### src/hdl/ssq_pkg.sv
`timescale 1ns / 1ps
// Shared constants and types for the squarefree/square split block.
// No dependencies; used by every module of the block.
package ssq_pkg;

  localparam int VALUE_BITS = 31;
  localparam int D_BITS     = (VALUE_BITS + 2) / 2;
  localparam int DSQ_BITS   = 2 * D_BITS;
  localparam int CMP_BITS   = (DSQ_BITS > VALUE_BITS) ? DSQ_BITS : VALUE_BITS;
  localparam int CNT_BITS   = $clog2(VALUE_BITS + 1);

  localparam int IN_W       = 32;
  localparam int SQF_W      = 31;
  localparam int ROOT_W     = 16;
  localparam int STATUS_W   = 1;
  localparam int OUT_W      = 48;

  localparam logic [63:0] VALUE_LIMIT = (64'd1 << VALUE_BITS) - 64'd1;

  localparam logic [STATUS_W-1:0] STATUS_OK  = 1'b0;
  localparam logic [STATUS_W-1:0] STATUS_ERR = 1'b1;

  typedef struct packed {
    logic                  start;
    logic [VALUE_BITS-1:0] dividend;
    logic [D_BITS-1:0]     divisor;
  } div_req_t;

  typedef struct packed {
    logic                  done;
    logic [VALUE_BITS-1:0] quotient;
    logic [D_BITS-1:0]     remainder;
  } div_res_t;

endpackage

### src/hdl/ssq_div.sv
`timescale 1ns / 1ps
// Iterative restoring divider, one quotient bit per cycle.
// Depends on ssq_pkg for widths and the request/result structs.
module ssq_div (
  input  logic              clk_i,
  input  logic              rst_ni,
  input  ssq_pkg::div_req_t req_i,
  output ssq_pkg::div_res_t res_o
);

  logic                            busy_q;
  logic                            done_q;
  logic [ssq_pkg::CNT_BITS-1:0]    cnt_q;
  logic [ssq_pkg::VALUE_BITS-1:0]  quo_q, quo_d;
  logic [ssq_pkg::D_BITS-1:0]      rem_q, rem_d;
  logic [ssq_pkg::D_BITS-1:0]      divisor_q;
  logic [ssq_pkg::D_BITS:0]        trial;
  logic [ssq_pkg::D_BITS:0]        diff;
  logic                            fits;

  always_comb begin
    trial = {rem_q, quo_q[ssq_pkg::VALUE_BITS-1]};
    diff  = trial - {1'b0, divisor_q};
    fits  = ~diff[ssq_pkg::D_BITS];
    rem_d = fits ? diff[ssq_pkg::D_BITS-1:0] : trial[ssq_pkg::D_BITS-1:0];
    quo_d = {quo_q[ssq_pkg::VALUE_BITS-2:0], fits};
  end

  always_ff @(posedge clk_i or negedge rst_ni) begin
    if (!rst_ni) begin
      busy_q <= 1'b0;
      done_q <= 1'b0;
      cnt_q  <= '0;
    end else begin
      done_q <= 1'b0;
      if (req_i.start) begin
        busy_q <= 1'b1;
        cnt_q  <= ssq_pkg::CNT_BITS'(ssq_pkg::VALUE_BITS);
      end else if (busy_q) begin
        cnt_q <= cnt_q - 1'b1;
        if (cnt_q == ssq_pkg::CNT_BITS'(1)) begin
          busy_q <= 1'b0;
          done_q <= 1'b1;
        end
      end
    end
  end

  always_ff @(posedge clk_i) begin
    if (req_i.start) begin
      quo_q     <= req_i.dividend;
      rem_q     <= '0;
      divisor_q <= req_i.divisor;
    end else if (busy_q) begin
      quo_q <= quo_d;
      rem_q <= rem_d;
    end
  end

  assign res_o.done      = done_q;
  assign res_o.quotient  = quo_q;
  assign res_o.remainder = rem_q;

endmodule

### src/hdl/squarefree_square_split_top.sv
`timescale 1ns / 1ps
// Top level: sequencer, shared multiplier and output register of the split block.
// Depends on ssq_pkg and ssq_div.
//
// Splits a positive 32-bit input n into a * b * b with a squarefree, by trial
// division with divisors 2, 3, 4, ... while the divisor squared stays within the
// remainder. Each trial division runs on one shared iterative divider that
// produces one quotient bit per cycle; each new trial divisor adds a compare
// step in ST_CHECK. Inputs of zero, negative inputs and inputs above
// 2^VALUE_BITS - 1 give status 1 with zero parts. s_axis_tready is high only
// while no item is in work; a finished result waits in the output register
// while the next item is taken.
module squarefree_square_split_top (
  input  logic                       clk_i,
  input  logic                       rst_ni,
  input  logic                       s_axis_tvalid,
  output logic                       s_axis_tready,
  input  logic [ssq_pkg::IN_W-1:0]   s_axis_tdata,   // [31:0] n_value
  output logic                       m_axis_tvalid,
  input  logic                       m_axis_tready,
  output logic [ssq_pkg::OUT_W-1:0]  m_axis_tdata    // [30:0] squarefree_part,
                                                     // [46:31] square_root_part,
                                                     // [47] status
);

  typedef enum logic [6:0] {
    ST_IDLE  = 7'b0000001,
    ST_CHECK = 7'b0000010,
    ST_START = 7'b0000100,
    ST_WAIT  = 7'b0001000,
    ST_EVAL  = 7'b0010000,
    ST_FIN   = 7'b0100000,
    ST_DONE  = 7'b1000000
  } state_e;

  localparam int VB = ssq_pkg::VALUE_BITS;

  state_e                          state_q, state_d;
  logic [VB-1:0]                   m_q, m_d;
  logic [ssq_pkg::D_BITS-1:0]      d_q, d_d;
  logic [ssq_pkg::DSQ_BITS-1:0]    dsq_q, dsq_d;
  logic [VB-1:0]                   a_q, a_d;
  logic [ssq_pkg::D_BITS-1:0]      b_q, b_d;
  logic                            par_q, par_d;
  logic [ssq_pkg::STATUS_W-1:0]    err_q, err_d;

  logic                            out_valid_q, out_valid_d;
  logic [ssq_pkg::SQF_W-1:0]       out_sqf_q;
  logic [ssq_pkg::ROOT_W-1:0]      out_root_q;
  logic [ssq_pkg::STATUS_W-1:0]    out_status_q;
  logic                            out_load;

  ssq_pkg::div_req_t               div_req;
  ssq_pkg::div_res_t               div_res;

  logic                            in_accept;
  logic                            in_bad;
  logic                            rem_zero;
  logic [VB-1:0]                   op_x, op_y;
  logic [2*VB-1:0]                 prod;

  ssq_div u_div (
    .clk_i  (clk_i),
    .rst_ni (rst_ni),
    .req_i  (div_req),
    .res_o  (div_res)
  );

  assign in_accept = s_axis_tvalid && s_axis_tready;
  assign in_bad    = s_axis_tdata[ssq_pkg::IN_W-1]
                  || (s_axis_tdata == '0)
                  || ({32'd0, s_axis_tdata} > ssq_pkg::VALUE_LIMIT);
  assign rem_zero  = (div_res.remainder == '0);

  assign op_x = (state_q == ST_EVAL && rem_zero) ? VB'(b_q) : a_q;
  assign op_y = (state_q == ST_FIN) ? m_q : VB'(d_q);
  assign prod = (2*VB)'(op_x) * (2*VB)'(op_y);

  assign div_req.start    = (state_q == ST_START);
  assign div_req.dividend = m_q;
  assign div_req.divisor  = d_q;

  assign out_load = (state_q == ST_DONE) && (!out_valid_q || m_axis_tready);

  always_comb begin
    state_d = state_q;
    m_d     = m_q;
    d_d     = d_q;
    dsq_d   = dsq_q;
    a_d     = a_q;
    b_d     = b_q;
    par_d   = par_q;
    err_d   = err_q;
    unique case (state_q)
      ST_IDLE: begin
        if (in_accept) begin
          if (in_bad) begin
            a_d     = '0;
            b_d     = '0;
            err_d   = ssq_pkg::STATUS_ERR;
            state_d = ST_DONE;
          end else begin
            m_d     = VB'(s_axis_tdata);
            d_d     = ssq_pkg::D_BITS'(2);
            dsq_d   = ssq_pkg::DSQ_BITS'(4);
            a_d     = VB'(1);
            b_d     = ssq_pkg::D_BITS'(1);
            par_d   = 1'b0;
            err_d   = ssq_pkg::STATUS_OK;
            state_d = ST_CHECK;
          end
        end
      end
      ST_CHECK: begin
        if (ssq_pkg::CMP_BITS'(dsq_q) <= ssq_pkg::CMP_BITS'(m_q)) begin
          state_d = ST_START;
        end else begin
          state_d = ST_FIN;
        end
      end
      ST_START: begin
        state_d = ST_WAIT;
      end
      ST_WAIT: begin
        if (div_res.done) begin
          state_d = ST_EVAL;
        end
      end
      ST_EVAL: begin
        if (rem_zero) begin
          m_d = div_res.quotient;
          if (par_q) begin
            b_d   = ssq_pkg::D_BITS'(prod);
            par_d = 1'b0;
          end else begin
            par_d = 1'b1;
          end
          state_d = ST_START;
        end else begin
          if (par_q) begin
            a_d   = prod[VB-1:0];
            par_d = 1'b0;
          end
          d_d     = d_q + 1'b1;
          dsq_d   = dsq_q + ssq_pkg::DSQ_BITS'({d_q, 1'b1});
          state_d = ST_CHECK;
        end
      end
      ST_FIN: begin
        if (m_q > VB'(1)) begin
          a_d = prod[VB-1:0];
        end
        state_d = ST_DONE;
      end
      ST_DONE: begin
        if (out_load) begin
          state_d = ST_IDLE;
        end
      end
      default: begin
        state_d = ST_IDLE;
      end
    endcase
  end

  always_comb begin
    out_valid_d = out_valid_q;
    if (out_load) begin
      out_valid_d = 1'b1;
    end else if (m_axis_tready) begin
      out_valid_d = 1'b0;
    end
  end

  always_ff @(posedge clk_i or negedge rst_ni) begin
    if (!rst_ni) begin
      state_q     <= ST_IDLE;
      out_valid_q <= 1'b0;
    end else begin
      state_q     <= state_d;
      out_valid_q <= out_valid_d;
    end
  end

  always_ff @(posedge clk_i) begin
    m_q   <= m_d;
    d_q   <= d_d;
    dsq_q <= dsq_d;
    a_q   <= a_d;
    b_q   <= b_d;
    par_q <= par_d;
    err_q <= err_d;
    if (out_load) begin
      out_sqf_q    <= ssq_pkg::SQF_W'(a_q);
      out_root_q   <= ssq_pkg::ROOT_W'(b_q);
      out_status_q <= err_q;
    end
  end

  assign s_axis_tready = (state_q == ST_IDLE);
  assign m_axis_tvalid = out_valid_q;
  assign m_axis_tdata  = {out_status_q, out_root_q, out_sqf_q};

endmodule

### config.mk
export PLATFORM = sky130hd
export DESIGN_NAME = squarefree_square_split_top
export DESIGN_NICKNAME = d
export VERILOG_FILES = /design/src/hdl/ssq_pkg.sv /design/src/hdl/ssq_div.sv /design/src/hdl/squarefree_square_split_top.sv
export SDC_FILE = /design/constraint.sdc
export NUM_CORES = 2
export LEC_CHECK = 0
export BUFFER_PORTS_ARGS = -buffer_cell sky130_fd_sc_hd__buf_4
export CORE_ASPECT_RATIO = 1.25
export CORE_MARGIN = 2
export CORE_UTILIZATION = 40
export DETAILED_ROUTE_END_ITERATION = 8
export GPL_TIMING_DRIVEN = 0
export SYNTH_ARGS = -nofsm -noshare
export SYNTH_HDL_FRONTEND = slang
export SYNTH_SLANG_ARGS = --single-unit
### constraint.sdc
create_clock -name clk_i -period 19.94 [get_ports clk_i]
set_clock_uncertainty 0.2 [all_clocks]
set_input_delay 2.991 -clock clk_i [delete_from_list [all_inputs] [get_ports clk_i]]
set_output_delay 2.991 -clock clk_i [all_outputs]
set_load 0.01 [all_outputs]
Yosys cells after proc, flatten, opt, wreduce, memory -nomap -nowiden
Index checks and enable logic that the tools add are counted.

Bits in registers: 254. Input bits: 36. Output and inout bits: 50. Word-level logic and storage cells: 114.

$add $sub $neg: 4. Multipliers: 1. Order comparisons: 3. Equality and inequality tests: 16. Muxes and demuxes: 51. Bitwise operators: 1. Reductions and logical operators: 20.

Operator list (count): $mux 31 (11); $mux 16 (7); $mux 32 (3); $pmux 31 s3 (1); $pmux 16 s2 (2); $pmux 32 s2 (1); $pmux 31 s2 (1); $pmux 7 s7 (1); $add 32x17->32 (1); $gt 32x31->1 const B (1); $le 32x31->1 (1); $logic_not 32->1 (1); $gt 31x1->1 const B (1); $mul 31x31->31 (1); $mux 7 (4); $sub 17x16->17 (1); $add 16x1->16 const B (1); $logic_not 16->1 (1); $mux 1 (15); $reduce_and 4->1 (3); $mux 5 (2); $ne 2x2->1 const B (5); $eq 7x1->1 const B (1); $eq 7x2->1 const B (1); other kinds (20) (29).

Longest topological paths before layout
Word-level depth: 7. Gate-level depth with buffers: 35.

By module
A second synthesis with hierarchy kept.

Cells, all modules: 2837. Area, all modules: 27570.2 um^2.

By module, submodules not included: squarefree_square_split_top (times used 1, cells an instance 2527, area each 23862.9 um^2, seq. area each 5486.5 um^2); ssq_div (times used 1, cells an instance 310, area each 3707.3 um^2, seq. area each 1906.8 um^2).

Worst setup path after synthesis
OpenSTA, ideal clock, no wires.

Path kind: register to register. From: register state_q[2]. To: register a_q[30] (data pin). Library setup time: 0.262 ns. Arrival time: 8.802 ns. Required time: 19.478 ns. Setup slack: 10.676 ns. Stages on the path, launching flop included: 32. Cell sequence: dfrtp_1 -> or4_4 -> nor4b_4 -> buf_4 -> buf_4 -> buf_4 -> mux2i_1 -> clkbuf_1 -> nor2_1 -> fa_1 -> fa_1 -> fa_1 -> inv_1 -> fa_1 -> inv_1 -> fa_1 -> inv_1 -> fa_1 -> inv_1 -> fa_1 -> fa_1 -> ha_1 -> a21o_1 -> a21o_1 -> a21oi_1 -> o21ai_0 -> a21oi_1 -> nor3b_1 -> o41ai_1 -> o21ai_0 -> xnor2_1 -> mux2i_1.

Cells in the longest elaborated chain, start to end: 7. Elaborated cells on any way between the ends: 11. Those cells by class: mul: 1; eq/ne: 3; mux: 6; reduce/logical: 1.

RTL lines: start, declared (line squarefree_square_split_top.sv:38) `state_e state_q, state_d;`; start signal, assigned (line squarefree_square_split_top.sv:180) `state_q <= state_d;`; $eq 7x5->1 (line squarefree_square_split_top.sv:75, squarefree_square_split_top.sv:94); $logic_and 1x1->1 (line squarefree_square_split_top.sv:75) `assign op_x = (state_q == ST_EVAL && rem_zero) ? VB'(b_q) : a_q;`; $mux 31 (line squarefree_square_split_top.sv:75); $mul 31x31->31 (line squarefree_square_split_top.sv:77) `assign prod = (2*VB)'(op_x) * (2*VB)'(op_y);`; $mux 31 (line squarefree_square_split_top.sv:140) `if (par_q) begin`; $mux 31 (line squarefree_square_split_top.sv:130) `if (rem_zero) begin`; $pmux 31 s3 (*) (line squarefree_square_split_top.sv:94) `unique case (state_q)`; end signal, assigned (line squarefree_square_split_top.sv:189) `a_q <= a_d;`; end, declared (line squarefree_square_split_top.sv:42) `logic [VB-1:0] a_q, a_d;`.

Mark *: on every way between the ends. The rest lies on a longest branch, timed or not. The select of a mux whose other input is x is not followed. A chain may end at the register's enable or synchronous reset.

Worst setup path after layout
Ends and elaborated chain as after synthesis.

==> run_results.csv <==
group,metric,value,unit
layout,fin_nets,3578,
critical_path,critPathMaxFanout,10,
cts,cts_setup_buffers,0,
logic_synthesis,synth-main-ff-cell,"edfxtp_1",
cts,clk_pin_slew,0.06,ns
floorplanning,core,67100,um2
cts,htree_num_levels,1,
logic_synthesis,ys_seq_area_share,27.2,%
cts,cts_inserted_buffers,29,
drt,dr.pass1.iters,8,
grt,grt_pass1_vias,21600,
critical_path,max_stage_delay,1.09,ns
logic_synthesis,syn_inst,2846,
layout,finalInstanceArea,30000,um2
cts,postCtsHoldBufs,0,
grt,antenna_found_initial,2,
timing,tightest_slew,1.39,ns
critical_path,crit_required,20.09,ns
drt,routedWlPerCell,22.7,um
placement,placed_area,29100,um2
timing,period_share,58.9,%
layout,n_fill_cell,6590,
logic_synthesis,avgSynthCellArea,9.56,um2
run,max_cap_viol_count,0,
logic_synthesis,synth_mux_area_share,2.38,%
drt,wirelength,87500,um
layout,post-route-util,44.7,%
drt,remaining_drc_errors,0,
logic_synthesis,yosys.area_share.adder,36.6,%
layout,mostFrequentLayoutCells,"inv_1, nand2_1, fa_1",
critical_path,cp-end-kind,"flip-flop",
drt,vias,20900,
floorplanning,pin_count,86,
floorplanning,start_util,40.5,%
grt,grt_max_degree,35,
logic_synthesis,ys_warn_count,0,
critical_path,path_class,"reg2reg",
critical_path,critPathArrivalTime,11.89,ns
critical_path,crit_path_start_kind,"flip-flop",
drt,dr.first_iter.drc_count,1636,
grt,grt_util_all_layers,25.5,%
floorplanning,rows,106,
layout,areaGrowthSynthToFinish,10.3,%
placement,hpwlAfterDp,70200,um
timing,max_slew_margin,4.53,%
critical_path,crit_top_cell,"fa_1",
critical_path,reg2reg_setup_slack,8.20,ns
logic_synthesis,netlist_area,27200,um2
logic_synthesis,synth_compound_area_share,5.51,%
layout,antenna_cells,0,
min_path,hold_class,"reg2reg",
layout,final_common_cell,"inv_1",
floorplanning,die_area,70100,um2
cts,cts_resized,0,
logic_synthesis,syn-num-nets,3449,
cts,insertion_delay,0.61,ns
cts,cts_tree,"done",
grt,grt-ovfl-total,0,
min_path,min_to,"out_status_q$_DFFE_PP_",
critical_path,crit_slowest_cell,"mux2i_1",
timing,rsz0062_at_grt,"no",
placement,place.gp.congestion,0.992,
outcome,status,"finished clean",
critical_path,r2r-start,"state_q[2]$_DFFE_PN0P_",
timing,timing.setup.tns,0,ns
min_path,hold_path_depth,0,
grt,grt_first_pass_wirelength,132000,um
timing,hold_viol,0,
cts,clockRootBuffer,"clkbuf_16",
logic_synthesis,synth-seq-cells,254,
layout,drive_gt1_share,6.41,%
logic_synthesis,synth-edff-count,223,
placement,port-buffer-count,85,
timing,drv_slew,0,
cts,clock_sinks,254,
floorplanning,die_y,296,um
min_path,min_from,"err_q$_DFFE_PP_",
timing,hold_slack,0.232,ns
drt,ant_nets,0,
logic_synthesis,synth_top_family_by_area,"adder cells",
floorplanning,die_w,237,um
cts,clockBufferDepth,3,
logic_synthesis,synth-xor-area-share,4.27,%
critical_path,r2r_cells,31,
drt,vias_per_cell,5.42,
logic_synthesis,async_flop_share,5.91,%
timing,fmax,85.2,MHz
logic_synthesis,synthSimpleGateAreaFrac,16.3,%
timing,finalSetupViolCount,0,
critical_path,r2r_end,"a_q[30]$_SDFFCE_PP0P_",
timing,final.min_clock_period,11.74,ns
logic_synthesis,ys_types,70,
state kept, by name (all words and copies together), names as in the netlist:
signal	count
par_q	1
m_q	31
a_q	31
dsq_q	32
out_status_q	1
d_q	16
m_axis_tvalid	1
u_div.cnt_q	5
u_div.rem_q	16
u_div.done_q	1
u_div.quo_q	31
u_div.busy_q	1
u_div.divisor_q	16
err_q	1
state_q	7
out_sqf_q	31
out_root_q	16
b_q	16
final cells by class:
| cell class | instances | area (um2) | share of cell area, % |
|---|---|---|---|
| Clock buffer | 37 | 766 | 2.55 |
| Inverter | 445 | 1670 | 5.57 |
| Tap cell | 864 | 1080 | 3.60 |
| Clock inverter | 16 | 96.3 | 0.321 |
| Sequential cell | 254 | 7390 | 24.7 |
| Multi-Input combinational cell | 2041 | 17800 | 59.2 |
| Buffer | 106 | 423 | 1.41 |
| Timing Repair Buffer | 98 | 806 | 2.69 |
through the flow:
step	setup slack, ns	cells
global route	7.89	3861
CTS	8.30	3861
global placement	5.94	3795
detailed placement	8.33	3808
finish	8.20	3861
floorplan	10.68	2846
Yosys cell counts (13+ instances only):
cell | number | share of area (%)
inv_1 | 445 | 6.1
nand2_1 | 417 | 5.8
fa_1 | 382 | 28
nor2_1 | 370 | 5.1
edfxtp_1 | 223 | 25
ha_1 | 185 | 8.5
clkbuf_1 | 92 | 1.3
o21ai_0 | 92 | 1.7
nand3_1 | 90 | 1.7
xnor2_1 | 86 | 2.8
a21oi_1 | 71 | 1.3
mux2i_1 | 42 | 1.5
xor2_1 | 37 | 1.2
nor2b_1 | 23 | 0.53
nor4_1 | 21 | 0.48
and3_1 | 18 | 0.41
mux2_2 | 17 | 0.70
and2_1 | 16 | 0.37
dfxtp_1 | 16 | 1.2
nor3_1 | 16 | 0.29
o21a_1 | 16 | 0.44
a21o_1 | 15 | 0.41
nand4_1 | 15 | 0.34
dfrtp_1 | 14 | 1.3
nand2b_1 | 13 | 0.30
metal layers:
metal  global-route usage, %  share of wire [%]  vias to the layer above
li1                        -                  -                     9348
met1                    29.9                 37                    10500
met2                    44.0                 49                      839
met3                    3.87                6.9                      261
met4                    15.8                7.4                        4
met5                       0              0.027                        -
critical path, delay by kind of cell, from the launching register on:
kind / cells / cell delay, ns
adders and majority gates: 9 / 4.35
and+or+nand+nor: 4 / 1.34
muxes: 2 / 1.19
xor gates and xnor gates: 1 / 0.34
buffers and inverters: 8 / 1.55
DFF: 1 / 0.43
AOI/OAI and AO/OA: 7 / 2.07
logic make-up (layout without fill, tap and decap cells):
family | after synthesis | count (layout)
AO/OA/AOI/OAI | 252 | 252
buffers and inverters | 551 | 702
adder cells (fa/ha/maj) | 567 | 567
multiplexers | 61 | 61
AND/OR/NAND/NOR | 1034 | 1034
XOR/XNOR | 127 | 127
flip-flops | 254 | 254
worst max path at each step:
stage                                       from                    end  slack [ns]  cells after the start
final                     state_q[2]$_DFFE_PN0P_  a_q[30]$_SDFFCE_PP0P_        8.20                     31
after global routing      state_q[2]$_DFFE_PN0P_  a_q[30]$_SDFFCE_PP0P_        7.89                     31
after CTS                 state_q[2]$_DFFE_PN0P_  a_q[30]$_SDFFCE_PP0P_        8.30                     31
after detailed placement  state_q[2]$_DFFE_PN0P_  a_q[30]$_SDFFCE_PP0P_        8.33                     31
after global placement             s_axis_tvalid  a_q[29]$_SDFFCE_PP0P_        5.94                      3
after floorplan           state_q[2]$_DFFE_PN0P_  a_q[30]$_SDFFCE_PP0P_       10.68                     31
Power is left out: the tool's default activity adds up to more than one toggle a clock period on the data nets, which glitch-free logic cannot reach.
